--- src/rtl/bbsp_pkg.sv ---
// Shared types, widths and codes for the spare buffer pool.
// Used by bbsp_slot_ram, bounded_buffer_spare_pool and the testbench; depends on nothing.
`default_nettype none

package bbsp_pkg;

  // Pool geometry
  localparam int unsigned SlotCount = 8;
  localparam int unsigned IdxW      = (SlotCount > 1) ? $clog2(SlotCount) : 1;
  localparam int unsigned CntW      = $clog2(SlotCount + 1);

  // Field widths
  localparam int unsigned CapW    = 32;
  localparam int unsigned HandleW = 16;
  localparam int unsigned CfgIdxW = 1;

  // Configuration register indexes
  localparam logic [CfgIdxW-1:0] CfgMinRetain = 1'd0;
  localparam logic [CfgIdxW-1:0] CfgMaxRetain = 1'd1;

  // Configuration reset values
  localparam logic [CapW-1:0] MinRetainRst = 32'd64;
  localparam logic [CapW-1:0] MaxRetainRst = 32'd65536;

  // One pool entry
  typedef struct packed {
    logic [HandleW-1:0] handle;
    logic [CapW-1:0]    capacity;
  } slot_t;

  // Write request into the slot memory
  typedef struct packed {
    logic            en;
    logic [IdxW-1:0] addr;
    slot_t           data;
  } slot_wr_t;

  // Result codes
  typedef enum logic [2:0] {
    ST_HIT      = 3'd0,
    ST_MISS     = 3'd1,
    ST_STORED   = 3'd2,
    ST_REPLACED = 3'd3,
    ST_WINDOW   = 3'd4,
    ST_SMALL    = 3'd5
  } status_e;

  // Controller states
  typedef enum logic [2:0] {
    S_IDLE,
    S_TAKE,
    S_MOVE_RD,
    S_MOVE_WR,
    S_MIN,
    S_DONE
  } state_e;

endpackage

`default_nettype wire

--- src/rtl/bbsp_slot_ram.sv ---
// Slot memory of the spare pool: one write port, one read port, registered read.
// Depends on bbsp_pkg for the entry and write request types.
`default_nettype none

module bbsp_slot_ram (
  input  wire logic                           clk_i,
  input  wire bbsp_pkg::slot_wr_t             wr_i,
  input  wire logic [bbsp_pkg::IdxW-1:0]      rd_addr_i,
  output bbsp_pkg::slot_t                     rd_data_o
);

  bbsp_pkg::slot_t mem_q [bbsp_pkg::SlotCount];
  bbsp_pkg::slot_t rd_data_q;

  // Write the addressed entry
  always_ff @(posedge clk_i) begin
    if (wr_i.en) begin
      mem_q[wr_i.addr] <= wr_i.data;
    end
  end

  // Register the read data
  always_ff @(posedge clk_i) begin
    rd_data_q <= mem_q[rd_addr_i];
  end

  assign rd_data_o = rd_data_q;

endmodule

`default_nettype wire

--- src/rtl/bounded_buffer_spare_pool.sv ---
// Spare buffer pool: top level with the request sequencer and output register.
// Depends on bbsp_pkg and bbsp_slot_ram.
`default_nettype none

// The pool holds up to SlotCount spare buffers (handle plus capacity) in a
// one-read-port slot memory, and the sequencer walks that memory one entry per
// cycle. A take scans the live entries newest first; on a hit it moves the last
// live entry into the hole it leaves, unless the hit is that entry, and then
// loads the result. A miss on an empty pool, and a give that is out of window
// or fits in free room, go straight to the result; a give into a full pool
// scans every slot for the smallest entry. One transaction is worked at a time;
// a finished result sits in the output register and the next transaction is
// accepted while it waits. Configuration writes are taken at any time and must
// only be issued while the pool is idle.
module bounded_buffer_spare_pool (
  input  wire logic                             clk_i,
  input  wire logic                             rst_ni,
  // configuration
  input  wire logic                             cfg_we_i,
  input  wire logic [bbsp_pkg::CfgIdxW-1:0]     cfg_idx_i,
  input  wire logic [bbsp_pkg::CapW-1:0]        cfg_data_i,
  // request channel
  input  wire logic                             in_valid_i,
  output logic                                  in_stall_o,
  input  wire logic                             req_type_i,
  input  wire logic [bbsp_pkg::CapW-1:0]        size_value_i,
  input  wire logic [bbsp_pkg::HandleW-1:0]     buffer_handle_i,
  // result channel
  output logic                                  out_valid_o,
  input  wire logic                             out_stall_i,
  output logic [2:0]                            status_o,
  output logic [bbsp_pkg::HandleW-1:0]          out_handle_o,
  output logic [bbsp_pkg::CapW-1:0]             out_capacity_o
);

  localparam logic [bbsp_pkg::IdxW-1:0] LastSlot = bbsp_pkg::IdxW'(bbsp_pkg::SlotCount - 1);
  localparam logic [bbsp_pkg::CntW-1:0] FullCnt  = bbsp_pkg::CntW'(bbsp_pkg::SlotCount);

  // Control state
  bbsp_pkg::state_e                state_q, state_d;
  logic [bbsp_pkg::CntW-1:0]       live_q, live_d;
  logic                            pend_q, pend_d;
  logic                            out_valid_q, out_valid_d;
  logic [bbsp_pkg::CapW-1:0]       min_ret_q, max_ret_q;

  // Datapath registers
  logic [bbsp_pkg::IdxW-1:0]       scan_q, scan_d;
  logic [bbsp_pkg::IdxW-1:0]       cmp_q, cmp_d;
  logic [bbsp_pkg::IdxW-1:0]       pos_q, pos_d;
  logic [bbsp_pkg::CapW-1:0]       req_size_q, req_size_d;
  logic [bbsp_pkg::HandleW-1:0]    req_handle_q, req_handle_d;
  logic [bbsp_pkg::CapW-1:0]       min_cap_q, min_cap_d;
  logic [bbsp_pkg::HandleW-1:0]    min_handle_q, min_handle_d;
  bbsp_pkg::status_e               res_status_q, res_status_d;
  logic [bbsp_pkg::HandleW-1:0]    res_handle_q, res_handle_d;
  logic [bbsp_pkg::CapW-1:0]       res_cap_q, res_cap_d;
  bbsp_pkg::status_e               out_status_q, out_status_d;
  logic [bbsp_pkg::HandleW-1:0]    out_handle_q, out_handle_d;
  logic [bbsp_pkg::CapW-1:0]       out_cap_q, out_cap_d;

  // Memory interface
  bbsp_pkg::slot_wr_t              ram_wr;
  logic [bbsp_pkg::IdxW-1:0]       rd_addr;
  bbsp_pkg::slot_t                 rd_data;

  // Helpers
  logic                            in_fire;
  logic                            out_fire;
  logic                            out_load;
  logic                            in_window;
  logic [bbsp_pkg::CntW-1:0]       live_m1;
  logic [bbsp_pkg::IdxW-1:0]       last_idx;
  logic                            take_new;
  logic [bbsp_pkg::CapW-1:0]       best_cap;
  logic [bbsp_pkg::HandleW-1:0]    best_handle;
  logic [bbsp_pkg::IdxW-1:0]       best_pos;

  bbsp_slot_ram u_slot_ram (
    .clk_i     (clk_i),
    .wr_i      (ram_wr),
    .rd_addr_i (rd_addr),
    .rd_data_o (rd_data)
  );

  assign in_stall_o = (state_q != bbsp_pkg::S_IDLE);
  assign in_fire    = in_valid_i && !in_stall_o;
  assign out_fire   = out_valid_q && !out_stall_i;
  assign out_load   = (state_q == bbsp_pkg::S_DONE) && (!out_valid_q || !out_stall_i);
  assign in_window  = (size_value_i >= min_ret_q) && (size_value_i <= max_ret_q);
  assign live_m1    = live_q - bbsp_pkg::CntW'(1);
  assign last_idx   = live_m1[bbsp_pkg::IdxW-1:0];

  // Fold the entry under compare into the running minimum (first index wins ties)
  always_comb begin
    take_new    = (cmp_q == '0) || (rd_data.capacity < min_cap_q);
    best_cap    = take_new ? rd_data.capacity : min_cap_q;
    best_handle = take_new ? rd_data.handle   : min_handle_q;
    best_pos    = take_new ? cmp_q            : pos_q;
  end

  // Sequence one transaction through the slot memory
  always_comb begin
    state_d      = state_q;
    live_d       = live_q;
    pend_d       = pend_q;
    scan_d       = scan_q;
    cmp_d        = cmp_q;
    pos_d        = pos_q;
    req_size_d   = req_size_q;
    req_handle_d = req_handle_q;
    min_cap_d    = min_cap_q;
    min_handle_d = min_handle_q;
    res_status_d = res_status_q;
    res_handle_d = res_handle_q;
    res_cap_d    = res_cap_q;
    out_status_d = out_status_q;
    out_handle_d = out_handle_q;
    out_cap_d    = out_cap_q;
    out_valid_d  = out_valid_q && !out_fire;
    ram_wr       = '0;
    rd_addr      = scan_q;

    case (state_q)
      bbsp_pkg::S_IDLE: begin
        if (in_fire) begin
          req_size_d   = size_value_i;
          req_handle_d = buffer_handle_i;
          pend_d       = 1'b0;
          res_handle_d = '0;
          res_cap_d    = '0;
          if (!req_type_i) begin
            if (live_q == '0) begin
              res_status_d = bbsp_pkg::ST_MISS;
              state_d      = bbsp_pkg::S_DONE;
            end else begin
              scan_d  = last_idx;
              state_d = bbsp_pkg::S_TAKE;
            end
          end else if (!in_window) begin
            res_status_d = bbsp_pkg::ST_WINDOW;
            state_d      = bbsp_pkg::S_DONE;
          end else if (live_q < FullCnt) begin
            // append into the first free slot
            ram_wr.en            = 1'b1;
            ram_wr.addr          = live_q[bbsp_pkg::IdxW-1:0];
            ram_wr.data.handle   = buffer_handle_i;
            ram_wr.data.capacity = size_value_i;
            live_d               = live_q + bbsp_pkg::CntW'(1);
            res_status_d         = bbsp_pkg::ST_STORED;
            state_d              = bbsp_pkg::S_DONE;
          end else begin
            scan_d  = '0;
            state_d = bbsp_pkg::S_MIN;
          end
        end
      end

      bbsp_pkg::S_TAKE: begin
        if (pend_q && (rd_data.capacity >= req_size_q)) begin
          // hit: hand out this entry and shrink the pool
          res_status_d = bbsp_pkg::ST_HIT;
          res_handle_d = rd_data.handle;
          res_cap_d    = rd_data.capacity;
          pos_d        = cmp_q;
          live_d       = live_m1;
          state_d      = (cmp_q == last_idx) ? bbsp_pkg::S_DONE : bbsp_pkg::S_MOVE_RD;
        end else if (pend_q && (cmp_q == '0)) begin
          res_status_d = bbsp_pkg::ST_MISS;
          state_d      = bbsp_pkg::S_DONE;
        end else begin
          // advance toward the oldest entry
          pend_d = 1'b1;
          cmp_d  = scan_q;
          if (scan_q != '0) begin
            scan_d = scan_q - bbsp_pkg::IdxW'(1);
          end
        end
      end

      bbsp_pkg::S_MOVE_RD: begin
        // live_q already counts one less, so it indexes the old last entry
        rd_addr = live_q[bbsp_pkg::IdxW-1:0];
        state_d = bbsp_pkg::S_MOVE_WR;
      end

      bbsp_pkg::S_MOVE_WR: begin
        ram_wr.en   = 1'b1;
        ram_wr.addr = pos_q;
        ram_wr.data = rd_data;
        state_d     = bbsp_pkg::S_DONE;
      end

      bbsp_pkg::S_MIN: begin
        if (pend_q) begin
          min_cap_d    = best_cap;
          min_handle_d = best_handle;
          pos_d        = best_pos;
        end
        if (pend_q && (cmp_q == LastSlot)) begin
          if (req_size_q <= best_cap) begin
            res_status_d = bbsp_pkg::ST_SMALL;
          end else begin
            // evict the smallest entry
            ram_wr.en            = 1'b1;
            ram_wr.addr          = best_pos;
            ram_wr.data.handle   = req_handle_q;
            ram_wr.data.capacity = req_size_q;
            res_status_d         = bbsp_pkg::ST_REPLACED;
            res_handle_d         = best_handle;
            res_cap_d            = best_cap;
          end
          state_d = bbsp_pkg::S_DONE;
        end else begin
          pend_d = 1'b1;
          cmp_d  = scan_q;
          if (scan_q != LastSlot) begin
            scan_d = scan_q + bbsp_pkg::IdxW'(1);
          end
        end
      end

      bbsp_pkg::S_DONE: begin
        if (out_load) begin
          out_valid_d  = 1'b1;
          out_status_d = res_status_q;
          out_handle_d = res_handle_q;
          out_cap_d    = res_cap_q;
          state_d      = bbsp_pkg::S_IDLE;
        end
      end

      default: begin
        state_d = bbsp_pkg::S_IDLE;
      end
    endcase
  end

  // Hold control state
  always_ff @(posedge clk_i or negedge rst_ni) begin
    if (!rst_ni) begin
      state_q     <= bbsp_pkg::S_IDLE;
      live_q      <= '0;
      pend_q      <= 1'b0;
      out_valid_q <= 1'b0;
    end else begin
      state_q     <= state_d;
      live_q      <= live_d;
      pend_q      <= pend_d;
      out_valid_q <= out_valid_d;
    end
  end

  // Take configuration writes
  always_ff @(posedge clk_i or negedge rst_ni) begin
    if (!rst_ni) begin
      min_ret_q <= bbsp_pkg::MinRetainRst;
      max_ret_q <= bbsp_pkg::MaxRetainRst;
    end else if (cfg_we_i) begin
      case (cfg_idx_i)
        bbsp_pkg::CfgMinRetain: min_ret_q <= cfg_data_i;
        bbsp_pkg::CfgMaxRetain: max_ret_q <= cfg_data_i;
        default: ;
      endcase
    end
  end

  // Hold datapath registers
  always_ff @(posedge clk_i) begin
    scan_q       <= scan_d;
    cmp_q        <= cmp_d;
    pos_q        <= pos_d;
    req_size_q   <= req_size_d;
    req_handle_q <= req_handle_d;
    min_cap_q    <= min_cap_d;
    min_handle_q <= min_handle_d;
    res_status_q <= res_status_d;
    res_handle_q <= res_handle_d;
    res_cap_q    <= res_cap_d;
    out_status_q <= out_status_d;
    out_handle_q <= out_handle_d;
    out_cap_q    <= out_cap_d;
  end

  assign out_valid_o    = out_valid_q;
  assign status_o       = out_status_q;
  assign out_handle_o   = out_handle_q;
  assign out_capacity_o = out_cap_q;

  // The live count never exceeds the pool size
  assert property (@(posedge clk_i) disable iff (!rst_ni)
    live_q <= FullCnt)
    else $error("live count above pool size");

  // An in-window give into a pool with room grows it by one
  assert property (@(posedge clk_i) disable iff (!rst_ni)
    (in_fire && req_type_i && in_window && (live_q < FullCnt))
      |=> (live_q == $past(live_q) + bbsp_pkg::CntW'(1)))
    else $error("append did not grow the pool");

  // A hit hands out a buffer large enough for the request
  assert property (@(posedge clk_i) disable iff (!rst_ni)
    (out_load && (res_status_q == bbsp_pkg::ST_HIT)) |-> (res_cap_q >= req_size_q))
    else $error("take hit returned an undersized buffer");

  // A replacement only evicts a strictly smaller buffer
  assert property (@(posedge clk_i) disable iff (!rst_ni)
    (out_load && (res_status_q == bbsp_pkg::ST_REPLACED)) |-> (res_cap_q < req_size_q))
    else $error("replacement evicted a buffer not smaller than the new one");

  // A finished result is never loaded over one that is still waiting
  assert property (@(posedge clk_i) disable iff (!rst_ni)
    out_load |-> (!out_valid_q || !out_stall_i))
    else $error("result register overwritten while stalled");

endmodule

`default_nettype wire

--- config.mk ---
export PLATFORM = sky130hd
export DESIGN_NAME = bounded_buffer_spare_pool
export DESIGN_NICKNAME = d
export VERILOG_FILES = /design/src/rtl/bbsp_pkg.sv /design/src/rtl/bbsp_slot_ram.sv /design/src/rtl/bounded_buffer_spare_pool.sv
export SDC_FILE = /design/constraint.sdc
export NUM_CORES = 1
export LEC_CHECK = 0
export ABC_AREA = 1
export BUFFER_PORTS_ARGS = -buffer_cell sky130_fd_sc_hd__buf_2
export CAP_MARGIN = 20
export CORE_ASPECT_RATIO = 1.4
export CORE_MARGIN = 2
export CORE_UTILIZATION = 40
export DETAILED_ROUTE_END_ITERATION = 16
export GPL_TIMING_DRIVEN = 0
export SLEW_MARGIN = 25
export SYNTH_ARGS = -nofsm -noshare
export SYNTH_HDL_FRONTEND = slang
export SYNTH_HIERARCHICAL = 1
export SYNTH_SLANG_ARGS = --single-unit
--- constraint.sdc ---
create_clock -name clk_i -period 5.6 [get_ports clk_i]
set_clock_uncertainty 0.2 [all_clocks]
set_input_delay 0.84 -clock clk_i [delete_from_list [all_inputs] [get_ports clk_i]]
set_output_delay 0.84 -clock clk_i [all_outputs]
set_load 0.02 [all_outputs]
# After elaboration in Yosys (flattened, before gate mapping)
# Memory sizes are Yosys's and may differ from the RTL's. A register that Yosys moved wholly into a read port is not among the register bits.
# Cells that the tools add are included.
dict set report totals {
  elab_cells 169
  mem_count 1
  ramBits 384
  ff_bits 280
}
dict set report op_classes {
  order_cmp 6
  n_bitwise 1
  add_sub_neg 4
  n_mux 75
  eq_ne 28
  n_reduce_logical 35
}
# memory depth width rd rd_clocked_by_memory_dff write_ports line_no
set mem_list {}
lappend mem_list {u_slot_ram.mem_q 8 48 1 1 1 bbsp_slot_ram.sv:12} ;# bbsp_pkg::slot_t mem_q [bbsp_pkg::SlotCount];
# operator n
set ops {}
lappend ops {{$mux 52} 6}
lappend ops {{$mux 32} 5}
lappend ops {{$pmux 52 s3} 1}
lappend ops {{$mux 3} 34}
lappend ops {{$pmux 32 s3} 1}
lappend ops {{$mux 16} 5}
lappend ops {{$ge 32x32->1} 2}
lappend ops {{$le 32x32->1} 2}
lappend ops {{$pmux 16 s3} 1}
lappend ops {{$lt 32x32->1} 1}
lappend ops {{$ne 2x2->1 const B} 14}
lappend ops {{$mux 4} 5}
lappend ops {{$ne 3x3->1 const B} 6}
lappend ops {{$pmux 3 s3} 2}
lappend ops {{$pmux 3 s6} 1}
lappend ops {{$pmux 3 s2} 2}
lappend ops {{$reduce_and 6->1} 2}
lappend ops {{$mux 1} 10}
lappend ops {{$reduce_and 10->1} 1}
lappend ops {{$reduce_and 2->1} 5}
lappend ops {{$reduce_and 5->1} 2}
lappend ops {{$eq 3x3->1 const B} 3}
lappend ops {{$reduce_bool 3->1} 3}
lappend ops {{$logic_and 1x1->1} 8}
lappend ops {{19 further kinds} 27}

# Depth between registers and ports, before layout
dict set report logic_depth {
  ltp_word 9
  ltp_mapped 35
  depth_no_buf 32
}

# Cells and area by module
# Netlist, hierarchy kept.
# module area_each_um2 seq_area_each_um2 n_inst cells_per_inst
set by_module_without_submodules {}
lappend by_module_without_submodules {bbsp_slot_ram 17670.7 12492.0 1 1725}
lappend by_module_without_submodules {bounded_buffer_spare_pool 15949.0 8045.2 1 1738}

# Least setup slack after synthesis
# Ideal clock, no wire load.
dict set report synth_path {
  kind {register -> register}
  startpoint {register min_cap_q[21] in the netlist's numbering}
  endpoint {memory u_slot_ram/mem_q[4][0] in the netlist's numbering (enable)}
  period_less_slack_ps 5996
  required_time_ps 4946
  n_path_buf 3
  setup_ps 454
  path_stages_with_launch 26
  path_slack_ps -396
  t_arrival_ps 5343
  cell_sequence {edfxtp_1 > inv_1 > ha_1 > a21oi_1 > nor2_1 > nor3_1 > a21oi_1 > nor2_1 > nand2_1 > nand2_1 > buf_2 > clkbuf_1 > nand2_1 > o21ai_0 > inv_1 > ha_1 > nand4_1 > nor3_1 > and2_1 > nand4_1 > buf_2 > nand4_1 > nand2_1 > inv_1 > nand2_1 > nor2_1}
}
# item line_no
set synth_rtl {}
lappend synth_rtl {{from (decl)} bounded_buffer_spare_pool.sv:52} ;# logic [bbsp_pkg::CapW-1:0] min_cap_q, min_cap_d;
lappend synth_rtl {{from (signal assigned)} bounded_buffer_spare_pool.sv:274} ;# min_cap_q <= min_cap_d;
lappend synth_rtl {{to (decl)} bbsp_slot_ram.sv:12}

==> flow_summary.ini <==
[worst_setup_path]
worstReg2RegEnd = u_slot_ram/mem_q[3][9]$_DFFE_PP_
cp_common_cell = nand2_1
end_kind = flip-flop
critical_path_arrival_ps = 5460
rr_worst_depth = 27
critical_path_class = flip-flop to flip-flop
r2r_slack_ps = 270
crit_start = min_cap_q[30]$_DFFE_PP_
critPathCapture = u_slot_ram/mem_q[3][9]$_DFFE_PP_
cp-start-kind = flip-flop
cp_max_fo = 17
worst-path-stages = 27
r2r_start = min_cap_q[30]$_DFFE_PP_
crit_path_max_incr_delay_ps = 380
cp_slowest_cell = edfxtp_1
critPathBufInv = 9
cp.required_ps = 5730
cpLargestDelayFamily = simple AND/OR/NAND/NOR gates

[yosys]
synth_top_area_frac = 0.528
ys_ff_latch = 712
synth-seq-area-share = 0.611
syn_nets = 3711
yosysTopAreaCell = edfxtp_1
syn_area_um2 = 33600
post_synth.cell_area_avg_um2 = 9.71
synth-async-reset-ratio = 0.103
yosysWarnings = 6
synth-edff-count = 591
ys_types = 42
ys.flop_type = edfxtp_1
synth_area_leaders = edfxtp_1 53%, nand2_1 10%, inv_1 8.1%
postSynthCellCount = 3463

[sta]
fin_crit_sh = 0.952
slew_headroom = 0.264
hold_violations = 0
tightest_slew_ps = 1100
maxSlewViolCount = 0
fmax_mhz = 188
period_minus_slack_ps = 5330
setup_violations = 0

[routing]
first_iter_violations = 1596
drc = 0
wl_per_cell_um = 18.9
antenna_left = 0
vias = 24300
vias_per_cell = 4.98
dr.pass1.iters = 5
routed_wl_um = 92000

[global_routing]
grt_pass1_wl_um = 140000
grt_usage = 0.212
antenna_found_initial = 3
grt_max_degree = 54
grt_overflow_total = 0
grt_pass1_vias = 24500

[pwr]
p_seq_frac = 0.348
irDropWorstVdd_v = 0.000312
pwr-share-comb = 0.440
pwr_density_cell_nw_per_um2 = 576
clkPwrFrac = 0.212
p_leak_nw = 17.9
p_total_mw = 22.6
power.internal_mw = 13.1
sw_frac_of_total = 0.420
p_sw_mw = 9.49

[clock_network]
clk_latency_ps = 640
clkSlewWorstSetupHoldPaths_ps = 60
htree_levels = 3
cts_buffer_depth = 3
clockRootBuffer = clkbuf_16
clock_sinks = 712
cts_tree = built
numCtsBuffers = 72

[floorplanning]
io_pins = 140
dieArea_um2 = 86400
start_util = 0.404
dieWidth_um = 249
die_y_um = 347
num_rows = 125
core_area_um2 = 83200

[place]
place_hpwl_um = 67000
place_inst = 4708
io_buffer_count = 139
gp_congestion = 0.915

[final_layout]
fin_cells = 4879
final_cell_mix = 924 x nand2_1, 728 x inv_1, 591 x edfxtp_1, 262 x nand3_1, 204 x buf_2
area_delta_synth_final_pct = 16.7
drive_gt1_frac = 0.117
nets = 3988
mostFrequentLayoutCell = nand2_1

[min_path]
hp-class = input pin to flip-flop

[flow_run]
drv_cap = 0

[run_status]
status = finished, final reports clean
layer usage:
metal / vias up / share of wire / GRT usage
met4: 0 / 0.054 / 0.110
met3: 218 / 0.046 / 0.0274
met2: 649 / 0.52 / 0.394
met1: 11600 / 0.38 / 0.237
met5: - / 0 / 0
li1: 11800 / - / -
registers in the layout, summed over array words and instances, names as in the netlist, 4 cells and up:
signal,flops
min_ret_q,32
min_handle_q,16
req_handle_q,16
res_handle_q,16
u_slot_ram/rd_data_o,48
res_cap_q,32
live_q,4
max_ret_q,32
out_handle_o,16
out_capacity_o,32
u_slot_ram/mem_q,384
req_size_q,32
min_cap_q,32
area by class of cell:
class / count / area [um^2]
buffer: 138 / 721
inverter: 734 / 2760
tap: 1079 / 1350
clock inverter: 39 / 344
antenna: 2 / 5.00
fill: 7747 / 44000
multi-input combinational: 1879 / 9850
clock buffer: 93 / 1960
sequential: 712 / 20500
timing repair buffer: 203 / 1690
power groups by stage:
stage               Clock (mW)  Combinational [mW]  Sequential, mW
finish                    4.79                9.92            7.86
global route              5.07                11.0            7.96
CTS                       4.87                9.77            7.85
detailed placement           0                9.60            7.95
global placement             0                9.13            8.04
floorplan                    0                5.79            8.00
cells by family after synthesis:
group / synth area share
and+or+nand+nor: 0.168
buffers and inverters: 0.102
xor gates and xnor gates: 0.00182
adders and majority gates: 0.0601
DFF: 0.611
AOI/OAI and AO/OA: 0.0578
metrics by stage:
step / hold WS (ps) / worst slack [ps] / instance area [um^2] / util / setup TNS [ps]
after floorplan: 200 / -396 / 33600 / - / -131510
after global placement: 203 / -4820 / 35700 / 0.429 / -2065920
after detailed placement: 205 / -1730 / 36400 / 0.438 / -737440
after CTS: 150 / 17.8 / 39100 / 0.470 / 0
after global routing: 178 / -5.27 / 39200 / 0.471 / -21.1
final: 190 / 267 / 39200 / 0.471 / 0
worst min-delay path by stage:
stage,to,depth (start not counted),slack (ps),from
floorplan,out_capacity_o[0]$_DFFE_PP_,0,200,res_cap_q[0]$_DFFE_PP_
global placement,out_handle_o[7]$_DFFE_PP_,0,200,res_handle_q[7]$_DFFE_PP_
detailed placement,out_capacity_o[17]$_DFFE_PP_,0,200,res_cap_q[17]$_DFFE_PP_
CTS,req_size_q[0]$_DFFE_PP_,1,150,size_value_i[0]
global route,req_handle_q[12]$_DFFE_PP_,1,180,buffer_handle_i[12]
finish,req_size_q[0]$_DFFE_PP_,1,190,size_value_i[0]
cell usage after synthesis, types with 2 or more instances:
library cell / n
inv_1: 729
buf_4: 7
o211a_1: 2
o211ai_1: 5
xor2_1: 5
ha_1: 160
nand2_1: 926
clkbuf_1: 49
o221a_2: 2
buf_6: 5
nand2_2: 4
edfxtp_1: 591
nor4_1: 5
nor3_1: 10
o21ai_1: 4
o21a_1: 6
nor2_1: 77
inv_2: 4
dfstp_2: 2
o21ai_0: 191
a31oi_1: 2
o221ai_1: 4
o22ai_1: 36
a211oi_1: 10
nand4_1: 69
buf_2: 69
dfrtp_1: 71
dfxtp_1: 48
xnor2_1: 2
buf_1: 8
nand3_1: 262
a21oi_1: 87
o21bai_1: 2
what timing repair did:
item | 4_1_cts | 5_1_grt
resized for setup | 28 | 43
pin swaps | 12 | 8
setup endpoints to repair | 818 | 396
buffers inserted | 31 | 5
hold buffers | 1 | 0
endpoints found under the hold margin | 20 | 0
Power figures use the tool's default switching activity.
